<file path="config.mk">
export PLATFORM = sky130hd
export DESIGN_NAME = sof_eof_xor_frame_receiver_flat
export DESIGN_NICKNAME = d
export VERILOG_FILES = /design/src/hdl/sefr_pkg.sv /design/src/hdl/sefr_channels.sv /design/src/hdl/sof_eof_xor_frame_receiver.sv /design/src/flat_wrapper.sv
export VERILOG_INCLUDE_DIRS = /design/src /design/src/hdl
export SDC_FILE = /design/constraint.sdc
export NUM_CORES = 1
export LEC_CHECK = 0
export ABC_CLOCK_PERIOD_IN_PS = 3200
export BUFFER_PORTS_ARGS = -buffer_cell sky130_fd_sc_hd__clkbuf_2
export CAP_MARGIN = 20
export CORE_ASPECT_RATIO = 1.25
export CORE_MARGIN = 5
export CORE_UTILIZATION = 30
export DETAILED_ROUTE_END_ITERATION = 12
export GPL_ROUTABILITY_DRIVEN = 0
export HOLD_SLACK_MARGIN = 0.08
export PLACE_DENSITY = 0.5
export SLEW_MARGIN = 20
export SYNTH_ARGS = -nofsm -noshare
export SYNTH_HDL_FRONTEND = slang
export SYNTH_SLANG_ARGS = --single-unit
</file>
<file path="constraint.sdc">
create_clock -name clk -period 3.2 [get_ports clk]
set_input_delay 0 -clock clk [delete_from_list [all_inputs] [get_ports clk]]
set_output_delay 0 -clock clk [all_outputs]
set_load 0.02 [all_outputs]
</file>
<file path="src/hdl/assert_macros.svh">
// ----------------------------------------------------------------------------
// Assertion macros
// Shared concurrent assertion wrappers; empty when SYNTHESIS is defined.
// ----------------------------------------------------------------------------
`ifndef ASSERT_MACROS_SVH
`define ASSERT_MACROS_SVH

`ifndef SYNTHESIS

// Property must hold at every clock edge outside reset.
`define SEFR_ASSERT(label, prop, msg) \
    label: assert property (@(posedge clk) disable iff (!rst_n) (prop)) \
    else $error(msg);

// Condition must never be seen at a clock edge outside reset.
`define SEFR_NEVER(label, cond, msg) \
    label: assert property (@(posedge clk) disable iff (!rst_n) !(cond)) \
    else $error(msg);

`else

`define SEFR_ASSERT(label, prop, msg)
`define SEFR_NEVER(label, cond, msg)

`endif

`endif

</file>
<file path="src/hdl/sefr_pkg.sv">
// ----------------------------------------------------------------------------
// sefr_pkg
// Types and constants of the start/end framed receiver with XOR check.
// ----------------------------------------------------------------------------
package sefr_pkg;

    // Largest payload a frame may carry
    localparam int MAX_PAYLOAD = 2;

    localparam int PAYLOAD_IDX_W = (MAX_PAYLOAD > 1) ? $clog2(MAX_PAYLOAD) : 1;
    localparam int COUNT_W       = 3;
    localparam int LENGTH_W      = 2;
    localparam int BYTE_W        = 8;
    localparam int CFG_INDEX_W   = 2;

    localparam logic [BYTE_W-1:0] START_BYTE_RESET = 8'h7F;
    localparam logic [BYTE_W-1:0] END_BYTE_RESET   = 8'h7E;
    localparam logic [LENGTH_W-1:0] MAX_LENGTH_RESET = 2'd2;

    typedef enum logic [2:0] {
        PH_IDLE  = 3'd0,
        PH_CMD   = 3'd1,
        PH_LEN   = 3'd2,
        PH_DATA  = 3'd3,
        PH_CHECK = 3'd4,
        PH_PAD   = 3'd5,
        PH_END   = 3'd6
    } phase_t;

    typedef enum logic [1:0] {
        ST_GOOD      = 2'd0,
        ST_BAD_END   = 2'd1,
        ST_BAD_CHECK = 2'd2
    } status_t;

    typedef enum logic [CFG_INDEX_W-1:0] {
        CFG_START_BYTE = 2'd0,
        CFG_END_BYTE   = 2'd1,
        CFG_MAX_LENGTH = 2'd2
    } cfg_index_t;

endpackage

</file>
<file path="src/hdl/sefr_channels.sv">
// ----------------------------------------------------------------------------
// sefr channels
// Valid/ready channels for received bytes and for completed frames.
// ----------------------------------------------------------------------------
interface sefr_rx_if;
    logic       valid;
    logic       ready;
    logic [7:0] rx_byte;

    modport source (output valid, output rx_byte, input ready);
    modport sink   (input valid, input rx_byte, output ready);
endinterface

interface sefr_frame_if;
    logic       valid;
    logic       ready;
    logic [7:0] command;
    logic [1:0] payload_length;
    logic [7:0] payload_first;
    logic [7:0] payload_second;
    logic [1:0] frame_status;

    modport source (
        output valid, output command, output payload_length,
        output payload_first, output payload_second, output frame_status,
        input  ready
    );
    modport sink (
        input  valid, input command, input payload_length,
        input  payload_first, input payload_second, input frame_status,
        output ready
    );
endinterface

</file>
<file path="src/hdl/sof_eof_xor_frame_receiver.sv">
// ----------------------------------------------------------------------------
// sof_eof_xor_frame_receiver
// Parses start/command/length/payload/check/pad/end frames from a byte
// stream and reports each completed frame with an end and XOR check status.
// ----------------------------------------------------------------------------
//
//   channel | dir | request carries
//   --------+-----+-------------------------------------------------------
//   rx      | in  | rx_byte
//   frame   | out | command, payload_length, payload_first,
//           |     | payload_second, frame_status
//   cfg     | in  | cfg_we, cfg_index, cfg_data (write only)
//
// The parser state and the frame result register are updated at the
// edge that accepts each byte.
// A new byte is taken every cycle while the result register is empty or
// being drained; a frame result held by a stalled sink blocks rx.
// Reset is asynchronous, active low; configuration returns to start 0x7F,
// end 0x7E, max length 2, and the parser goes idle.
// Payload storage has no reset; it is always filled before it is read.
//
`include "assert_macros.svh"

module sof_eof_xor_frame_receiver
    import sefr_pkg::*;
(
    input  logic                   clk,
    input  logic                   rst_n,
    input  logic                   cfg_we,
    input  logic [CFG_INDEX_W-1:0] cfg_index,
    input  logic [BYTE_W-1:0]      cfg_data,
    sefr_rx_if.sink                rx,
    sefr_frame_if.source           frame
);

    localparam logic [COUNT_W:0]       PAYLOAD_LIMIT = (COUNT_W+1)'(MAX_PAYLOAD);
    localparam logic [BYTE_W-1:0]      PAYLOAD_CAP   = BYTE_W'(MAX_PAYLOAD);
    localparam logic [PAYLOAD_IDX_W-1:0] FIRST_IDX   = '0;
    localparam logic [PAYLOAD_IDX_W-1:0] SECOND_IDX  =
        PAYLOAD_IDX_W'((MAX_PAYLOAD >= 2) ? 1 : 0);

    // Configuration
    logic [BYTE_W-1:0]   start_byte_reg;
    logic [BYTE_W-1:0]   end_byte_reg;
    logic [LENGTH_W-1:0] max_length_reg;

    // Parser state
    phase_t              phase_reg, phase_next;
    logic [BYTE_W-1:0]   command_hold_reg, command_hold_next;
    logic [LENGTH_W-1:0] length_hold_reg, length_hold_next;
    logic [COUNT_W-1:0]  byte_count_reg, byte_count_next;
    logic [BYTE_W-1:0]   check_hold_reg, check_hold_next;
    logic [BYTE_W-1:0]   running_xor_reg, running_xor_next;
    logic [BYTE_W-1:0]   payload_store [MAX_PAYLOAD];

    // Result register
    logic                res_valid_reg, res_valid_next;
    logic [BYTE_W-1:0]   res_command_reg;
    logic [LENGTH_W-1:0] res_length_reg;
    logic [BYTE_W-1:0]   res_first_reg;
    logic [BYTE_W-1:0]   res_second_reg;
    status_t             res_status_reg;

    logic                accept;
    logic                res_load;
    status_t             status_calc;
    logic [BYTE_W-1:0]   length_limit;
    logic [COUNT_W-1:0]  count_inc;
    logic                store_we;
    logic [BYTE_W-1:0]   first_calc;
    logic [BYTE_W-1:0]   second_calc;

    // Take a byte whenever the result register is free or draining.
    assign rx.ready = !res_valid_reg || frame.ready;
    assign accept   = rx.valid && rx.ready;

    // ---------------- configuration writes ----------------
    always_ff @(posedge clk or negedge rst_n)
    begin
        if (!rst_n)
        begin
            start_byte_reg <= START_BYTE_RESET;
            end_byte_reg   <= END_BYTE_RESET;
            max_length_reg <= MAX_LENGTH_RESET;
        end
        else if (cfg_we)
        begin
            unique case (cfg_index)
                CFG_START_BYTE: start_byte_reg <= cfg_data;
                CFG_END_BYTE:   end_byte_reg   <= cfg_data;
                CFG_MAX_LENGTH: max_length_reg <= cfg_data[LENGTH_W-1:0];
                default:        ; // drop writes to unused indexes
            endcase
        end
    end

    // Effective length limit: the register, capped by the payload storage.
    always_comb
    begin
        if ({6'd0, max_length_reg} > PAYLOAD_CAP)
        begin
            length_limit = PAYLOAD_CAP;
        end
        else
        begin
            length_limit = {6'd0, max_length_reg};
        end
    end

    assign count_inc = byte_count_reg + 3'd1;

    // Judge the end byte first; the checksum only counts with a right end.
    always_comb
    begin
        if (rx.rx_byte != end_byte_reg)
        begin
            status_calc = ST_BAD_END;
        end
        else if (running_xor_reg != check_hold_reg)
        begin
            status_calc = ST_BAD_CHECK;
        end
        else
        begin
            status_calc = ST_GOOD;
        end
    end

    // Payload fields past the frame length read as zero.
    assign first_calc  = (length_hold_reg >= 2'd1) ? payload_store[FIRST_IDX] : '0;
    assign second_calc = (length_hold_reg >= 2'd2 && MAX_PAYLOAD >= 2)
                         ? payload_store[SECOND_IDX] : '0;

    // ---------------- parser next state ----------------
    always_comb
    begin
        phase_next        = phase_reg;
        command_hold_next = command_hold_reg;
        length_hold_next  = length_hold_reg;
        byte_count_next   = byte_count_reg;
        check_hold_next   = check_hold_reg;
        running_xor_next  = running_xor_reg;
        store_we          = 1'b0;
        res_load          = 1'b0;

        if (accept)
        begin
            if (rx.rx_byte == start_byte_reg)
            begin
                // Resynchronize on a start byte anywhere, even in end position.
                phase_next = PH_CMD;
            end
            else
            begin
                unique case (phase_reg)
                    PH_CMD:
                    begin
                        command_hold_next = rx.rx_byte;
                        running_xor_next  = rx.rx_byte;
                        phase_next        = PH_LEN;
                    end
                    PH_LEN:
                    begin
                        if (rx.rx_byte > length_limit)
                        begin
                            // Drop oversize frames silently.
                            phase_next = PH_IDLE;
                        end
                        else
                        begin
                            length_hold_next = rx.rx_byte[LENGTH_W-1:0];
                            running_xor_next = running_xor_reg ^ rx.rx_byte;
                            byte_count_next  = '0;
                            phase_next = (rx.rx_byte[LENGTH_W-1:0] == 2'd0)
                                         ? PH_CHECK : PH_DATA;
                        end
                    end
                    PH_DATA:
                    begin
                        store_we         = ({1'b0, byte_count_reg} < PAYLOAD_LIMIT);
                        running_xor_next = running_xor_reg ^ rx.rx_byte;
                        byte_count_next  = count_inc;
                        if (count_inc >= {1'b0, length_hold_reg})
                        begin
                            phase_next = PH_CHECK;
                        end
                    end
                    PH_CHECK:
                    begin
                        check_hold_next = rx.rx_byte;
                        phase_next      = PH_PAD;
                    end
                    PH_PAD:
                    begin
                        phase_next = PH_END;
                    end
                    PH_END:
                    begin
                        res_load   = 1'b1;
                        phase_next = PH_IDLE;
                    end
                    default:
                    begin
                        // Idle and the unused code both wait for a start byte.
                        phase_next = PH_IDLE;
                    end
                endcase
            end
        end
    end

    always_ff @(posedge clk or negedge rst_n)
    begin
        if (!rst_n)
        begin
            phase_reg        <= PH_IDLE;
            command_hold_reg <= '0;
            length_hold_reg  <= '0;
            byte_count_reg   <= '0;
            check_hold_reg   <= '0;
            running_xor_reg  <= '0;
        end
        else
        begin
            phase_reg        <= phase_next;
            command_hold_reg <= command_hold_next;
            length_hold_reg  <= length_hold_next;
            byte_count_reg   <= byte_count_next;
            check_hold_reg   <= check_hold_next;
            running_xor_reg  <= running_xor_next;
        end
    end

    // Payload storage, no reset.
    always_ff @(posedge clk)
    begin
        if (store_we)
        begin
            payload_store[byte_count_reg[PAYLOAD_IDX_W-1:0]] <= rx.rx_byte;
        end
    end

    // ---------------- result register ----------------
    always_comb
    begin
        if (res_load)
        begin
            res_valid_next = 1'b1;
        end
        else if (frame.ready)
        begin
            res_valid_next = 1'b0;
        end
        else
        begin
            res_valid_next = res_valid_reg;
        end
    end

    always_ff @(posedge clk or negedge rst_n)
    begin
        if (!rst_n)
        begin
            res_valid_reg <= 1'b0;
        end
        else
        begin
            res_valid_reg <= res_valid_next;
        end
    end

    always_ff @(posedge clk)
    begin
        if (res_load)
        begin
            res_command_reg <= command_hold_reg;
            res_length_reg  <= length_hold_reg;
            res_first_reg   <= first_calc;
            res_second_reg  <= second_calc;
            res_status_reg  <= status_calc;
        end
    end

    assign frame.valid          = res_valid_reg;
    assign frame.command        = res_command_reg;
    assign frame.payload_length = res_length_reg;
    assign frame.payload_first  = res_first_reg;
    assign frame.payload_second = res_second_reg;
    assign frame.frame_status   = res_status_reg;

    // ---------------- assertions ----------------
    `SEFR_ASSERT(a_start_resyncs,
        (accept && rx.rx_byte == start_byte_reg) |=> (phase_reg == PH_CMD),
        "start byte did not resynchronize the parser")
    `SEFR_ASSERT(a_result_from_end,
        $rose(res_valid_reg) |-> $past(accept && phase_reg == PH_END),
        "frame result appeared without an end-position byte")
    `SEFR_NEVER(a_status_code,
        res_valid_reg && res_status_reg == 2'd3,
        "frame result carries an undefined status")
    `SEFR_NEVER(a_length_cap,
        phase_reg == PH_DATA && {1'b0, length_hold_reg} > PAYLOAD_LIMIT[LENGTH_W:0],
        "payload phase with a length beyond storage")
    `SEFR_NEVER(a_no_overwrite,
        res_valid_reg && !frame.ready && res_load,
        "pending frame result overwritten")

endmodule

</file>
<file path="src/flat_wrapper.sv">
// flat-port wrapper written by rule: the top's interface ports become plain ports
module sof_eof_xor_frame_receiver_flat import sefr_pkg::*;
  (clk, rst_n, cfg_we, cfg_index, cfg_data, rx_valid, rx_rx_byte, rx_ready, frame_valid, frame_command, frame_payload_length, frame_payload_first, frame_payload_second, frame_frame_status, frame_ready);
  sefr_rx_if rx_i ();
  sefr_frame_if frame_i ();
  input  logic clk;
  input  logic rst_n;
  input  logic cfg_we;
  input  logic [CFG_INDEX_W-1:0] cfg_index;
  input  logic [BYTE_W-1:0] cfg_data;
  input wire logic [$bits(rx_i.valid)-1:0] rx_valid;
  input wire logic [$bits(rx_i.rx_byte)-1:0] rx_rx_byte;
  output wire logic [$bits(rx_i.ready)-1:0] rx_ready;
  output wire logic [$bits(frame_i.valid)-1:0] frame_valid;
  output wire logic [$bits(frame_i.command)-1:0] frame_command;
  output wire logic [$bits(frame_i.payload_length)-1:0] frame_payload_length;
  output wire logic [$bits(frame_i.payload_first)-1:0] frame_payload_first;
  output wire logic [$bits(frame_i.payload_second)-1:0] frame_payload_second;
  output wire logic [$bits(frame_i.frame_status)-1:0] frame_frame_status;
  input wire logic [$bits(frame_i.ready)-1:0] frame_ready;
  assign rx_i.valid = rx_valid;
  assign rx_i.rx_byte = rx_rx_byte;
  assign rx_ready = rx_i.ready;
  assign frame_valid = frame_i.valid;
  assign frame_command = frame_i.command;
  assign frame_payload_length = frame_i.payload_length;
  assign frame_payload_first = frame_i.payload_first;
  assign frame_payload_second = frame_i.payload_second;
  assign frame_frame_status = frame_i.frame_status;
  assign frame_i.ready = frame_ready;
  sof_eof_xor_frame_receiver u_core (.clk(clk), .rst_n(rst_n), .cfg_we(cfg_we), .cfg_index(cfg_index), .cfg_data(cfg_data), .rx(rx_i), .frame(frame_i));
endmodule
</file>
Yosys cells after proc, flatten, opt, wreduce, memory -nomap -nowiden
Memories as Yosys holds them, arrays and structs flattened. A register that Yosys moved wholly into a read port is not among the register bits.
Cells that the tools add are included.
{"block": "totals", "register_bits": 63, "ramBits": 16, "input_bits": 23, "out_inout_bits": 30, "n_memories": 1}
{"name": "u_core.payload_store", "words": 2, "width": 8, "rd": 2, "rd_clocked_by_memory_dff": 2, "write_ports": 1, "line": "sof_eof_xor_frame_receiver.sv:54", "rtl": "logic [BYTE_W-1:0] payload_store [MAX_PAYLOAD];"}
{"block": "classes", "addsub": 1, "magnitude_cmp": 6, "n_eq_ne": 13, "n_mux": 21, "bitwise_logic": 3, "n_reduce_logical": 19}
{"op": "case mux 8 bit (3 select lines)", "n": 1}
{"op": "inequality test 8 bit", "n": 2}
{"op": "two-way mux 3 bit", "n": 5}
{"op": "case mux 3 bit (5 select lines)", "n": 1}
{"op": "AND reduction 4 bit", "n": 3}
{"op": "two-way mux 1 bit", "n": 10}
{"op": "equality test 3 bit, second input constant", "n": 3}
{"op": "equality test 8 bit", "n": 1}
{"op": "greater-than comparator 8 x 2 -> 1 bit", "n": 1}
{"op": "two-way mux 8 bit", "n": 1}
{"op": "AND reduction 2 bit", "n": 4}
{"op": "XOR 8 bit", "n": 1}
{"op": "equality test 3 x 2 -> 1 bit, second input constant", "n": 2}
{"op": "case mux 3 bit (2 select lines)", "n": 1}
{"op": "AND reduction 3 bit", "n": 2}
{"op": "logical NOT 2 bit", "n": 2}
{"op": "two-way mux 2 bit", "n": 2}
{"op": "nonzero test 2 bit", "n": 2}
{"op": "adder 3 x 1 -> 3 bit, second input constant", "n": 1}
{"op": "equality test 3 x 1 -> 1 bit, second input constant", "n": 1}
{"op": ">= comparator 3 x 2 -> 1 bit", "n": 1}
{"op": "logical NOT 1 bit", "n": 3}
{"op": "less-than comparator 3 x 2 -> 1 bit, second input constant", "n": 1}
{"op": "inequality test 3 x 1 -> 1 bit, second input constant", "n": 1}
{"op": "other kinds (10)", "n": 11}

Depth between registers and ports, before layout
Gate-level depths: netlist (run 1).
{"block": "logic_depth", "word_depth": 6, "depth_mapped": 9}

Worst setup path before layout (run 1)
Ideal clock, no wire load.
{"block": "synth_timing", "kind": "register to register", "start": "register u_core.res_valid_reg, in the netlist u_core.frame.valid", "end": "register u_core.res_command_reg[0], in the netlist u_core.frame.command[0], enable pin", "setup_time_ns": 0.413, "arrival_ns": 2.415, "required_time_ns": 2.787, "setup_slack_ns": 0.372, "stages_incl_launch_ff": 6, "period_less_slack_ns": 2.828, "cell_sequence": "dfrtp_1 -> nand2b_1 -> and2_1 -> o21ai_4 -> buf_6 -> nor2_1"}
{"block": "synth_via", "elab_chain_len": 4}
{"item": "start: declaration", "line": "sof_eof_xor_frame_receiver.sv:57", "rtl": "logic res_valid_reg, res_valid_next;"}
{"item": "start signal: assignment", "line": "sof_eof_xor_frame_receiver.sv:268", "rtl": "res_valid_reg <= res_valid_next;"}
{"item": "logical NOT 1 bit", "line": "sof_eof_xor_frame_receiver.sv:74", "rtl": "assign rx.ready = !res_valid_reg || frame.ready;"}
{"item": "logical OR 1 bit", "line": "sof_eof_xor_frame_receiver.sv:74"}
{"item": "via rx_ready", "line": "flat_wrapper.sv:13", "rtl": "output wire logic [$bits(rx_i.ready)-1:0] rx_ready;"}
{"item": "logical AND 1 bit", "line": "sof_eof_xor_frame_receiver.sv:75", "rtl": "assign accept = rx.valid && rx.ready;"}
{"item": "two-way mux 1 bit", "line": "sof_eof_xor_frame_receiver.sv:146", "rtl": "if (accept)"}
{"item": "via u_core.res_load", "line": "sof_eof_xor_frame_receiver.sv:65", "rtl": "logic res_load;"}
{"item": "end signal: assignment", "line": "sof_eof_xor_frame_receiver.sv:276", "rtl": "res_command_reg <= command_hold_reg;"}
{"item": "end: declaration", "line": "sof_eof_xor_frame_receiver.sv:58", "rtl": "logic [BYTE_W-1:0] res_command_reg;"}
The timed path passes the listed nets, and every way through them passes these cells.
A chain may end at the register's enable or synchronous reset.

Worst setup path in the final report (run 1)
{"block": "layout_timing", "start": "register u_core.max_length_reg[1]", "end": "register u_core.byte_count_reg[1]"}
{"block": "layout_via", "elab_chain_len": 5}
{"item": "start: declaration", "line": "sof_eof_xor_frame_receiver.sv:45", "rtl": "logic [LENGTH_W-1:0] max_length_reg;"}
{"item": "start signal: assignment", "line": "sof_eof_xor_frame_receiver.sv:91", "rtl": "CFG_MAX_LENGTH: max_length_reg <= cfg_data[LENGTH_W-1:0];"}
{"item": "greater-than comparator 2 bit", "line": "sof_eof_xor_frame_receiver.sv:100", "rtl": "if ({6'd0, max_length_reg} > PAYLOAD_CAP)"}
{"item": "two-way mux 2 bit *", "line": "sof_eof_xor_frame_receiver.sv:100"}
{"item": "greater-than comparator 8 x 2 -> 1 bit *", "line": "sof_eof_xor_frame_receiver.sv:164", "rtl": "if (rx.rx_byte > length_limit)"}
{"item": "inequality test 2 bit (no line) *"}
{"item": "AND reduction 4 bit (no line) *"}
{"item": "end signal: assignment", "line": "sof_eof_xor_frame_receiver.sv:228", "rtl": "byte_count_reg <= byte_count_next;"}
{"item": "end: declaration", "line": "sof_eof_xor_frame_receiver.sv:51", "rtl": "logic [COUNT_W-1:0] byte_count_reg, byte_count_next;"}
Every way passes the cells marked *; elsewhere a longest branch is shown, timed or not.

==> results, run 1 <==
- The later pin in the worst-skew pair is clocked with a latency of approximately 0.35 ns.
- The async set-reset flop share out of synthesis is 0.537.
- The library cell used most frequently in the layout, excluding fill and tap cells, is clkbuf_2.
- The clock sink total is 95.
- The number of vias per cell is 4.74.
- The area of the placeable core is ~14000 um2.
- The clock period minus worst slack is around 2.2 ns.
- The number of CTS-inserted buffers is 9.
- For this run, the total global-route usage over all layers was measured as 0.107.
- The slew at the pin with the worst max-slew slack is a little under 0.7 ns.
- The power per unit of standard cell area is 653 nW/um2.
- The total overflow left after global routing is 0.
- The type of element launching the critical path is a register.
- The total nets after synthesis is roughly 330.
- The placement row count is 48.
- The starting utilization of the core area is 0.307.
- The number of inserted filler cells in the final layout is between 1000 and 1500.
- Derived from the worst setup path, the maximum achievable clock frequency is roughly 450 MHz.
- The detail route stage leaves a number of antenna-violating nets equal to 0.
- The beginning of the critical path is u_core.max_length_reg[1].
- The clock arrives with around 0.011 ns of skew.
- At the end of the flow, the number of nets in the layout was ~400.
- Synthesis produced ~300 cells.
- The worst register-to-register path begins at u_core.max_length_reg[1].
- Buffers placed on the I/O ports in this run total 52.
- The final layout contains routed wiring with a total length of ~8500 um.
- The summed instance area of the synthesized netlist is approximately 4300 um2.
- The die covers roughly 17000 um2.
- In this run the clock root is driven by a clkbuf_16.
- The number of synthesized register bits is 95.
- Entering global routing, the biggest net connects 44 pins.
- The number of synthesized flops with an enable pin is between 40 and 50.
- The sort of element at the end of the critical path is a register.
- The initial antenna violation count is 0.
- The number of hold violations in the final report is 0.
- Data on the critical path is required at its endpoint by roughly 3.4 ns.
- For this block, the initial DRC count from the detailed router was 146.
- The headroom to the max-slew limit is 0.550.
- The clock transition at the registers of the reported paths is roughly 0.070 ns.
- The number of antenna cells inserted is 0.
- The final max-slew violation count is 0.
- Setup violations remaining at the end of the flow were counted as 0.
- Once detailed placement completed, the half-perimeter wirelength came to just under 6000 um.
- Leaving out fill and tap cells, the most frequent cells in the layout are clkbuf_2, edfxtp_1, mux2_2, dfrtp_1, xor2_1.
- Among all flip-flop cells after synthesis, the most frequent one is edfxtp_1.
- Along the worst path, the maximum fanout reaches 7.
- The number of buffers on the longest clock path is 2.
- The number of global-route vias before repair is roughly 2600.
- In this run the static leakage power is around 2.0 nW.
- The overall power consumption is roughly 3.4 mW.
- TritonCTS built the clock tree.
- The routed wire length per instance is roughly 16 um.
- A synthesized cell averages between 10 and 15 um2.
- The class of the worst hold path is input pin to register.
- The die is between 100 and 150 um wide.
- The fraction of the cycle the final worst path needs is 0.689.
- In this run, post-CTS repair resized a total of 0 instances.
- The worst supply voltage drop on vdd is 0.324 mV.
- Relative to the synthesized area, the layout overhead comes to 21.4%.
- The share of synthesized area occupied by flip-flops and latches is 0.615.
- Adding up every negative setup slack in the final design gives 0 ns.
- The run finished with clean final reports.
- Setup repair after global routing left no endpoint under its margin.
- The count of distinct cell types in the synthesized netlist is 51.
- The DRC violation count after routing is 0.
- The via total after detailed routing is ~2600.
- The H-tree generated during clock tree synthesis spans 3 levels.
- The die height is around 140 um.
- The I/O pin count is 53.
- Data on the critical path arrives at its endpoint at roughly 2.4 ns.
- In this run the most critical hold path is launched from rx_rx_byte[7].
- The worst setup path is of the register to register kind.
- The first global-routing pass estimated roughly 14000 um of wire.
- The ratio of cells with drive above 1 in the final layout is 0.364.
- The number of maximum-capacitance constraint violations is 0.
- The first-pass iteration count of the detailed router is 4.
- Yosys printed 0 warnings.
- The register with the most flip-flops in the layout has 16 of them.
## synthesized netlist by cell type (all sizes together), types with 2 or more instances
cell type  count  share of area
nand4b         6          0.012
nand4          3         0.0059
nor3           3         0.0074
nor4           6          0.012
ha             7          0.021
inv           10         0.0088
buf           12          0.020
edfxtp        44           0.31
dfstp         14          0.086
nand3b         8          0.014
nor2          11          0.012
xor2          17          0.035
o311ai         7          0.014
o21ai          6         0.0097
nand3         10          0.012
a31oi          4         0.0059
mux2          38           0.10
and2           9          0.013
nor2b         10          0.015
nand2          7         0.0062
xnor2          8          0.016
clkbuf         2         0.0018
dfrtp         37           0.22
a32o           2         0.0047
or3            3         0.0047
nand2b         5         0.0074
## cell families (layout without fill, tap and decap cells)
group / after synthesis / count (layout) / synth area share
AOI/OAI and AO/OA: 28 / 28 / 0.0527
xor gates and xnor gates: 25 / 25 / 0.0515
adders and majority gates: 7 / 7 / 0.0206
buffers and inverters: 24 / 97 / 0.0303
DFF: 95 / 95 / 0.615
muxes: 38 / 38 / 0.101
and+or+nand+nor: 84 / 84 / 0.129
## what timing repair did
| item | in CTS | in global routing |
|---|---|---|
| endpoints found under the hold margin | 51 | 0 |
| buffers inserted | 0 | 0 |
| hold buffers | 14 | 0 |
## per-layer routing
layer / track usage / vias to the layer above / wire, um / share of wire
met5: 0 / - / 0 / 0
met4: 0.0531 / 0 / 182 / 0.021
met3: 0.0208 / 16 / 419 / 0.049
met2: 0.176 / 62 / 4150 / 0.49
li1: - / 1250 / - / -
met1: 0.133 / 1276 / 3770 / 0.44
## layout make-up
type	instances	area [um2]	share of cell area
timing repair buffer	71	440	0.0853
tap	175	219	0.0424
inverter	10	37.5	0.00727
sequential	95	2620	0.507
multi-input combinational	182	1510	0.293
clock inverter	5	86.3	0.0167
clock buffer	11	253	0.0490
## power by group
part / switching [mW] / internal (mW) / total, mW
sequential: 0.145 / 1.50 / 1.64
combinational: 0.247 / 0.278 / 0.525
clock: 0.472 / 0.735 / 1.21
total: 0.864 / 2.51 / 3.37
## worst max-delay path, stage by stage, from the launching register on
cell,delay (ns)
dfstp_2,0.54
inv_1,0.04
ha_1,0.27
nor2b_1,0.13
o21ai_1,0.21
a311oi_1,0.13
buf_4,0.18
nor3_2,0.22
mux2_2,0.37
## worst paths after layout
path	to	slack, ns	depth (start not counted)
max	u_core.byte_count_reg[1]	0.99	8
min	u_core.payload_store[0][7]	0.08	1
max reg2reg	u_core.byte_count_reg[1]	0.99	8
min reg2reg	u_core.frame.command[4]	0.44	0
max in group asynchronous	u_core.running_xor_reg[7]	2.44	3
min in group asynchronous	u_core.end_byte_reg[0]	0.19	2
## metrics by stage
| step | std cells | hold WS [ns] | setup WS (ns) | area (um2) | util |
|---|---|---|---|---|---|
| final | 549 | 0.0837 | 0.995 | 5160 | 0.372 |
| after global routing | 549 | 0.0998 | 0.898 | 5160 | 0.372 |
| after CTS | 549 | 0.0914 | 0.990 | 5160 | 0.372 |
| after detailed placement | 519 | 0.255 | 1.01 | 4680 | 0.337 |
| after global placement | 519 | 0.247 | 1.04 | 4680 | 0.337 |
| after floorplan | 301 | -0.296 | 0.372 | 4250 | - |
No activity file was read; power rests on OpenSTA's default activity.
==> inputs of run 2 (changes only) <==
Settings changed: ABC_CLOCK_PERIOD_IN_PS 3200 to 2200.
Clock period 3.2 ns to 2.2 ns, I/O delays scaled along.
==> run 2 against run 1 <==
- power is 42% higher
- clock power is 30% higher
- flip-flop and latch count stayed put
- critical path depth is 1 lower
- core utilization is 1.0 points higher
==> results, run 2 (synthesis results as in run 1) <==
- The final global-route overflow total is 0 (unchanged).
- The final max-slew violation count is 0 (unchanged).
- The power per unit of standard cell area came to 901 nW/um2 (+38%).
- The clock sink total was 95 (unchanged).
- The worst hold path cell count came to 2 (+1).
- The critical register-to-register path startpoint is u_core.max_length_reg[1].
- Setup repair after global routing left no endpoint under its margin.
- The type of element launching the critical path is a register.
- The leakage power total is 2.09 nW (+3.5%).
- The number of maximum-capacitance constraint violations is 0 (unchanged).
- The source-to-sink clock delay at the later pin of the worst-skew pair is 0.33 ns (-0.02 ns).
- The worst hold slack is 0.114 ns (+0.0298 ns).
- The via total after detailed routing is 2627 (+0.88%).
- The I/O pin count came to 53 (unchanged).
- The reported net switching power came to 1.26 mW (+45%).
- The initial antenna violation count is 0 (unchanged).
- The data required time of the worst path is 2.45 ns (-0.98 ns).
- The combinational group share of total power was 0.172 (+0.016).
- The sink of the worst hold path is u_core.payload_store[1][6].
- The maximum level of the CTS H-tree is 3 (unchanged).
- The setup slack of the worst register-to-register path is 0.12 ns (-0.87 ns).
- The number of cells on the worst reg-to-reg path was 7 (-1).
- The post-placement setup slack is -0.188 ns (-1.20 ns).
- The share of power burned in registers is 0.499 (+0.012).
- The flow ran to the end, and the final reports show no timing, DRC or antenna violations.
- The clock period minus worst slack came to 2.08 ns (-0.129 ns).
- The number of hold violations in the final report was 0 (unchanged).
- The sort of element at the end of the critical path is a register.
- The starting DRC count in detailed routing was 122 (-16%).
- The maximum fanout count along the critical path is 4 (-3).
- The number of antenna cells inserted is 0 (unchanged).
- The peak clock frequency supported by timing is 482 MHz (+6.2%).
- The area of the placeable core is 13900 um2 (unchanged).
- The ratio of cells with drive above 1 in the final layout is 0.397 (+0.0338).
- The die height is 143 um (unchanged).
- The count of buffers added by post-CTS timing repair for setup is 0 (unchanged).
- The number of setup violations in the final report is 0 (unchanged).
- The root buffer cell chosen for the clock tree is clkbuf_16.
- The launch point of the worst hold path is rx_rx_byte[6].
- The headroom to the max-slew limit was 0.412 (-0.137).
- The number of nets in the final layout is 415 (+4.0%).
- In the layout the commonest cells are clkbuf_2, edfxtp_1, mux2_2, dfrtp_1, buf_4.
- The number of vias per cell is 4.65 (-2.0%).
- The number of buffers on the longest clock path is 2 (unchanged).
- The total of buffers placed on input and output ports is 52 (unchanged).
- The setup slack of the critical path after layout was 0.123 ns (-0.871 ns).
- The die footprint is 16700 um2 (unchanged).
- The slew at the pin with the worst max-slew slack is 0.874 ns (+0.202 ns).
- The remaining antenna violation count is 0 (unchanged).
- The fraction of the cycle the final worst path needs is 0.944 (+0.255).
- The CTS tree is built.
- The arrival time at the worst endpoint is 2.33 ns (-0.10 ns).
- The critical register-to-register path endpoint is u_core.phase_reg[0].
- The routed wire length per instance is 15.2 um (-1.8%).
- The global-route wire length before repair is 14300 um (+5.1%).
- The clock transition at the registers of the reported paths is 0.07 ns (about the same).
- The post-route clock skew was 0.00648 ns (-0.00457 ns).
- The placement row count was 48 (unchanged).
- The worst supply voltage drop on vdd is 0.499 mV (+54%).
- The DRC violation count after routing is 0 (unchanged).
- The starting utilization of the core area was 0.307 (unchanged).
- The leading cell type in the layout, fill and taps excluded is clkbuf_2.
- The number of inserted filler cells in the final layout is 1324 (-2.7%).
- The floorplan die width was 116 um (unchanged).
- The critical path is of the register to register type.
- The layout overhead on the synthesized area is 24.7%.
- The clock network fraction of total power was 0.329 (-0.029).
- The number of flip-flops under the largest register name came to 16 (unchanged).
- The largest net degree at the start of global routing is 33 (-25%).
- The number of global-route vias before repair is 2724 (+4.5%).
- The tightest min-delay check is of the input pin to register type.
- The number of CTS-inserted buffers came to 9 (unchanged).
- The switching power share of the total came to 0.263 (+0.00678).
- The final HPWL from detailed placement came to 6600 um (+13%).
- The total length of routed wires is 8610 um (+1.1%).
- The internal power summed over all cells was 3.52 mW (+40%).
- The first-pass iteration count of the detailed router is 4 (unchanged).
- The global-route usage over all layers is 0.111 (+0.00399).
==> run 2: what timing repair did <==
action	4_1_cts	5_1_grt
gates resized for setup	2	3
hold buffers	14	0
endpoints found under the hold margin	60	0
setup endpoints to repair	3	12
==> run 2: routing by layer <==
metal  global-route usage  wire [um]
met4               0.0452        130
met2                0.185       4240
met3               0.0191        384
met1                0.141       3850
met5                    0          0
==> run 2: power groups by stage <==
stage | clock, mW | sequential [mW] | combinational, mW
4_1_cts | 1.62 | 2.39 | 0.829
2_1_floorplan | 0 | 2.36 | 0.604
3_3_place_gp | 0 | 2.41 | 0.777
3_5_place_dp | 0 | 2.42 | 0.795
6_report | 1.57 | 2.39 | 0.821
5_1_grt | 1.69 | 2.42 | 0.920
==> run 2: worst max-delay path by stage <==
stage,startpoint,end,slack [ns],depth (start not counted)
after floorplan,u_core.frame.valid,u_core.frame.command[0],-0.17,5
after global placement,u_core.byte_count_reg[0],u_core.phase_reg[2],-0.17,6
after detailed placement,u_core.byte_count_reg[0],u_core.phase_reg[1],-0.19,6
after CTS,u_core.max_length_reg[1],u_core.phase_reg[0],0.08,7
after global routing,u_core.max_length_reg[1],u_core.phase_reg[0],0.01,7
final,u_core.max_length_reg[1],u_core.phase_reg[0],0.12,7
==> run 2: final cells by class <==
class | count | area [um2] | share of cell area
clock buffer | 10 | 229 | 0.0432
sequential | 95 | 2620 | 0.493
timing repair buffer | 87 | 596 | 0.112
clock inverter | 6 | 75.1 | 0.0142
inverter | 10 | 37.5 | 0.00708
tap | 175 | 219 | 0.0413
multi-input combinational | 182 | 1530 | 0.289
==> run 2: stage by stage <==
stage	power (mW)	utilization	instance area (um2)	std cells	setup TNS, ns
global route	5.03	0.382	5310	565	0
finish	4.78	0.382	5310	565	0
detailed placement	3.21	0.350	4850	535	-0.531
floorplan	2.97	-	4270	301	-4.73
CTS	4.83	0.382	5300	565	0
global placement	3.19	0.350	4850	535	-0.518
==> run 2: worst max-delay path: stages (launching register included) <==
cell and delay [ns]:
dfstp_2 0.54, inv_1 0.04, ha_1 0.27, nor2b_1 0.14
o21ai_2 0.16, nand4_1 0.24, or3_1 0.41, a32oi_1 0.19
==> inputs of run 3 (changes only) <==
Settings changed: CORE_MARGIN 5 to not set, MAX_ROUTING_LAYER set to met4.
==> run 3 against run 2 <==
- largest power group unchanged
- core utilization grew 0.094 points
- sequential share of layout area up 0.093 points
- count of clock-buffer cells in the layout decreased by 1
- via count rose by 1.6%
- flip-flop and latch count is the same
- clock skew up 0.0015 ns
- clock power about the same
- cell count is 0.18% lower
- largest cell class unchanged
- die area decreased by 12%
- register-to-register slack is essentially flat
- sequential power is essentially flat
==> results, run 3 (synthesis results as in run 1) <==
- The run finished with clean final reports.
- The fraction of the cycle the final worst path needs is 0.942 (-0.00166).
- The post-route clock skew is 0.00799 ns (+0.00151 ns).
- The number of cells on the worst reg-to-reg path is 7 (unchanged).
- The clock period minus worst slack came to 2.07 ns (-0.00364 ns).
- The peak clock frequency supported by timing is 482 MHz (+0.18%).
- The source-to-sink clock delay at the later pin of the worst-skew pair was 0.34 ns (about the same).
- The overall power consumption is 4.79 mW (+0.24%).
- Setup repair after global routing left no endpoint under its margin.
- The number of nets in the final layout is 414 (-0.24%).
- TritonCTS built the clock tree.
- The clock sink total came to 95 (unchanged).
- The number of CTS-inserted buffers is 9 (unchanged).
- The accumulated negative setup slack is 0 ns (unchanged).
- The die height is 135 um (-5.6%).
- The largest net degree at the start of global routing is 52 (+58%).
- The clock network fraction of total power is 0.331 (+0.002).
- The number of hold violations in the final report came to 0 (unchanged).
- The total of buffers placed on input and output ports is 52 (unchanged).
- In the layout the commonest cells are clkbuf_2, edfxtp_1, mux2_2, dfrtp_1, buf_4.
- The worst hold path cell count was 2 (unchanged).
- The number of global-route vias before repair was 2673 (-1.9%).
- The leakage power total is 2.09 nW (-0.32%).
- The floorplan die width came to 108 um (-6.9%).
- The kind of cell with the highest combined delay on the critical path is simple AND/OR/NAND/NOR gates.
- The combinational group share of total power came to 0.171 (about the same).
- The die footprint is 14700 um2 (-12%).
- The first-pass iteration count of the detailed router is 4 (unchanged).
- The delay contributed by the slowest stage of the critical path is 0.54 ns (about the same).
- The power per unit of standard cell area is 904 nW/um2 (+0.43%).
- The remaining antenna violation count was 0 (unchanged).
- The share of power burned in registers was 0.498 (about the same).
- The headroom to the max-slew limit came to 0.395 (-0.0172).
- The worst setup path is launched from a register.
- The number of inserted filler cells in the final layout was 1358 (+2.6%).
- The final global-route overflow total is 0 (unchanged).
- The worst supply voltage drop on vdd came to 0.360 mV (-28%).
- The maximum level of the CTS H-tree was 3 (unchanged).
- The global-route usage over all layers came to 0.132 (+0.0214).
- The number of cells in the finished layout apart from fillers was 564 (-0.18%).
- The final core area utilization is 0.383 (+0.000938).
- The number of buffers on the longest clock path is 2 (unchanged).
- The starting utilization of the core area is 0.308 (+0.00133).
- The worst hold slack came to 0.103 ns (-0.0104 ns).
- The class of the worst hold path is input pin to register.
- The ratio of cells with drive above 1 in the final layout is 0.401 (+0.00359).
- The total length of routed wires is 8640 um (+0.39%).
- The routed wire length per instance is 15.3 um (+0.57%).
- The buffering stage count on the worst path with inverters included came to 1 (unchanged).
- The internal power summed over all cells came to 3.51 mW (-0.18%).
- The number of maximum-capacitance constraint violations is 0 (unchanged).
- The DRC violation count after routing is 0 (unchanged).
- The global-route wire length before repair is 14100 um (-0.87%).
- The starting DRC count in detailed routing is 169 (+39%).
- The critical setup path kind is register to register.
- The number of setup violations in the final report was 0 (unchanged).
- The placement row count is 48 (unchanged).
- The data required time of the worst path is 2.46 ns (about the same).
- The number of placed instances with taps included is 535 (unchanged).
- The number of flip-flops under the largest register name is 16 (unchanged).
- The sort of element at the end of the critical path is a register.
- The clock transition at the registers of the reported paths is 0.07 ns (about the same).
- Walking the worst path, the cells encountered are inv_1 > ha_1 > nor2b_1 > o21ai_2 > nand4_1 > or3_1 > a32oi_1.
- The reported net switching power is 1.27 mW (+1.4%).
- The area of the placeable core is 13800 um2 (-0.43%).
- The leading cell type in the layout, fill and taps excluded is clkbuf_2.
- The count of buffers added by post-CTS timing repair for setup is 0 (unchanged).
- The switching power share of the total was 0.266 (+0.00306).
- The slew at the pin with the worst max-slew slack is 0.900 ns (+0.0257 ns).
- CTS placed an instance of clkbuf_16 at the clock tree root.
- The number of vias per cell is 4.73 (+1.7%).
- The maximum fanout count along the critical path is 4 (unchanged).
- The final max-slew violation count was 0 (unchanged).
- The number of antenna cells inserted is 0 (unchanged).
- From synthesis to final layout, the design area changed by 24.5%.
- The cell type of the slowest stage on the worst timing path is dfstp_2.
- The via total after detailed routing is 2668 (+1.6%).
- The arrival time at the worst endpoint is 2.33 ns (about the same).
- The initial antenna violation count is 0 (unchanged).
- The final HPWL from detailed placement is 6370 um (-3.4%).
- The number of gates on the worst path with buffers counted was 7 (unchanged).
- The I/O pin count is 53 (unchanged).
==> run 3: area by class of cell <==
cell class	count	area (um2)	area share
repair buffers	86	586	0.111
clock inverters	7	78.8	0.0149
flip-flops and latches	95	2620	0.494
inverters	10	37.5	0.00709
well taps	175	219	0.0414
multi-input cells	182	1530	0.290
clock buffers	9	225	0.0425
==> run 3: power by group through the flow <==
stage                     logic [mW]  registers (mW)  clock network [mW]
after detailed placement       0.797            2.42                   0
after CTS                      0.825            2.39                1.63
final                          0.820            2.39                1.58
after floorplan                0.604            2.36                   0
after global placement         0.777            2.41                   0
after global routing           0.912            2.43                1.70
==> run 3: layer usage <==
layer | part of all wire | global-route usage | vias up | routed length, um
met1 | 0.45 | 0.161 | 1318 | 3910
met4 | 0.015 | 0.0503 | 0 | 128
met5 | 0 | - | - | 0
met3 | 0.032 | 0.0222 | 10 | 279
met2 | 0.50 | 0.218 | 61 | 4330
li1 | - | - | 1279 | -
==> run 3: what timing repair did <==
item	in CTS	in global routing
pin swaps	0	1
cloned	0	0
hold buffers	13	0
resized for setup	1	2
setup endpoints to repair	3	12
hold endpoints to repair	71	0
==> run 3: path summary, 6_finish.rpt <==
kind                                            startpoint                    endpoint  slack, ns
worst max-delay path              u_core.max_length_reg[1]         u_core.phase_reg[0]       0.13
worst min-delay path                         rx_rx_byte[6]  u_core.payload_store[0][6]       0.10
worst max register to register    u_core.max_length_reg[1]         u_core.phase_reg[0]       0.13
worst min register to register  u_core.command_hold_reg[4]     u_core.frame.command[4]       0.45
max in group asynchronous                            rst_n    u_core.start_byte_reg[5]       1.73
min in group asynchronous                            rst_n    u_core.max_length_reg[0]       0.19
==> run 3: stage by stage <==
step | cell area [um2] | worst slack, ns
floorplan | 4270 | -0.169
global placement | 4850 | -0.113
detailed placement | 4850 | -0.105
CTS | 5290 | 0.0150
global route | 5300 | 0.00801
finish | 5300 | 0.127
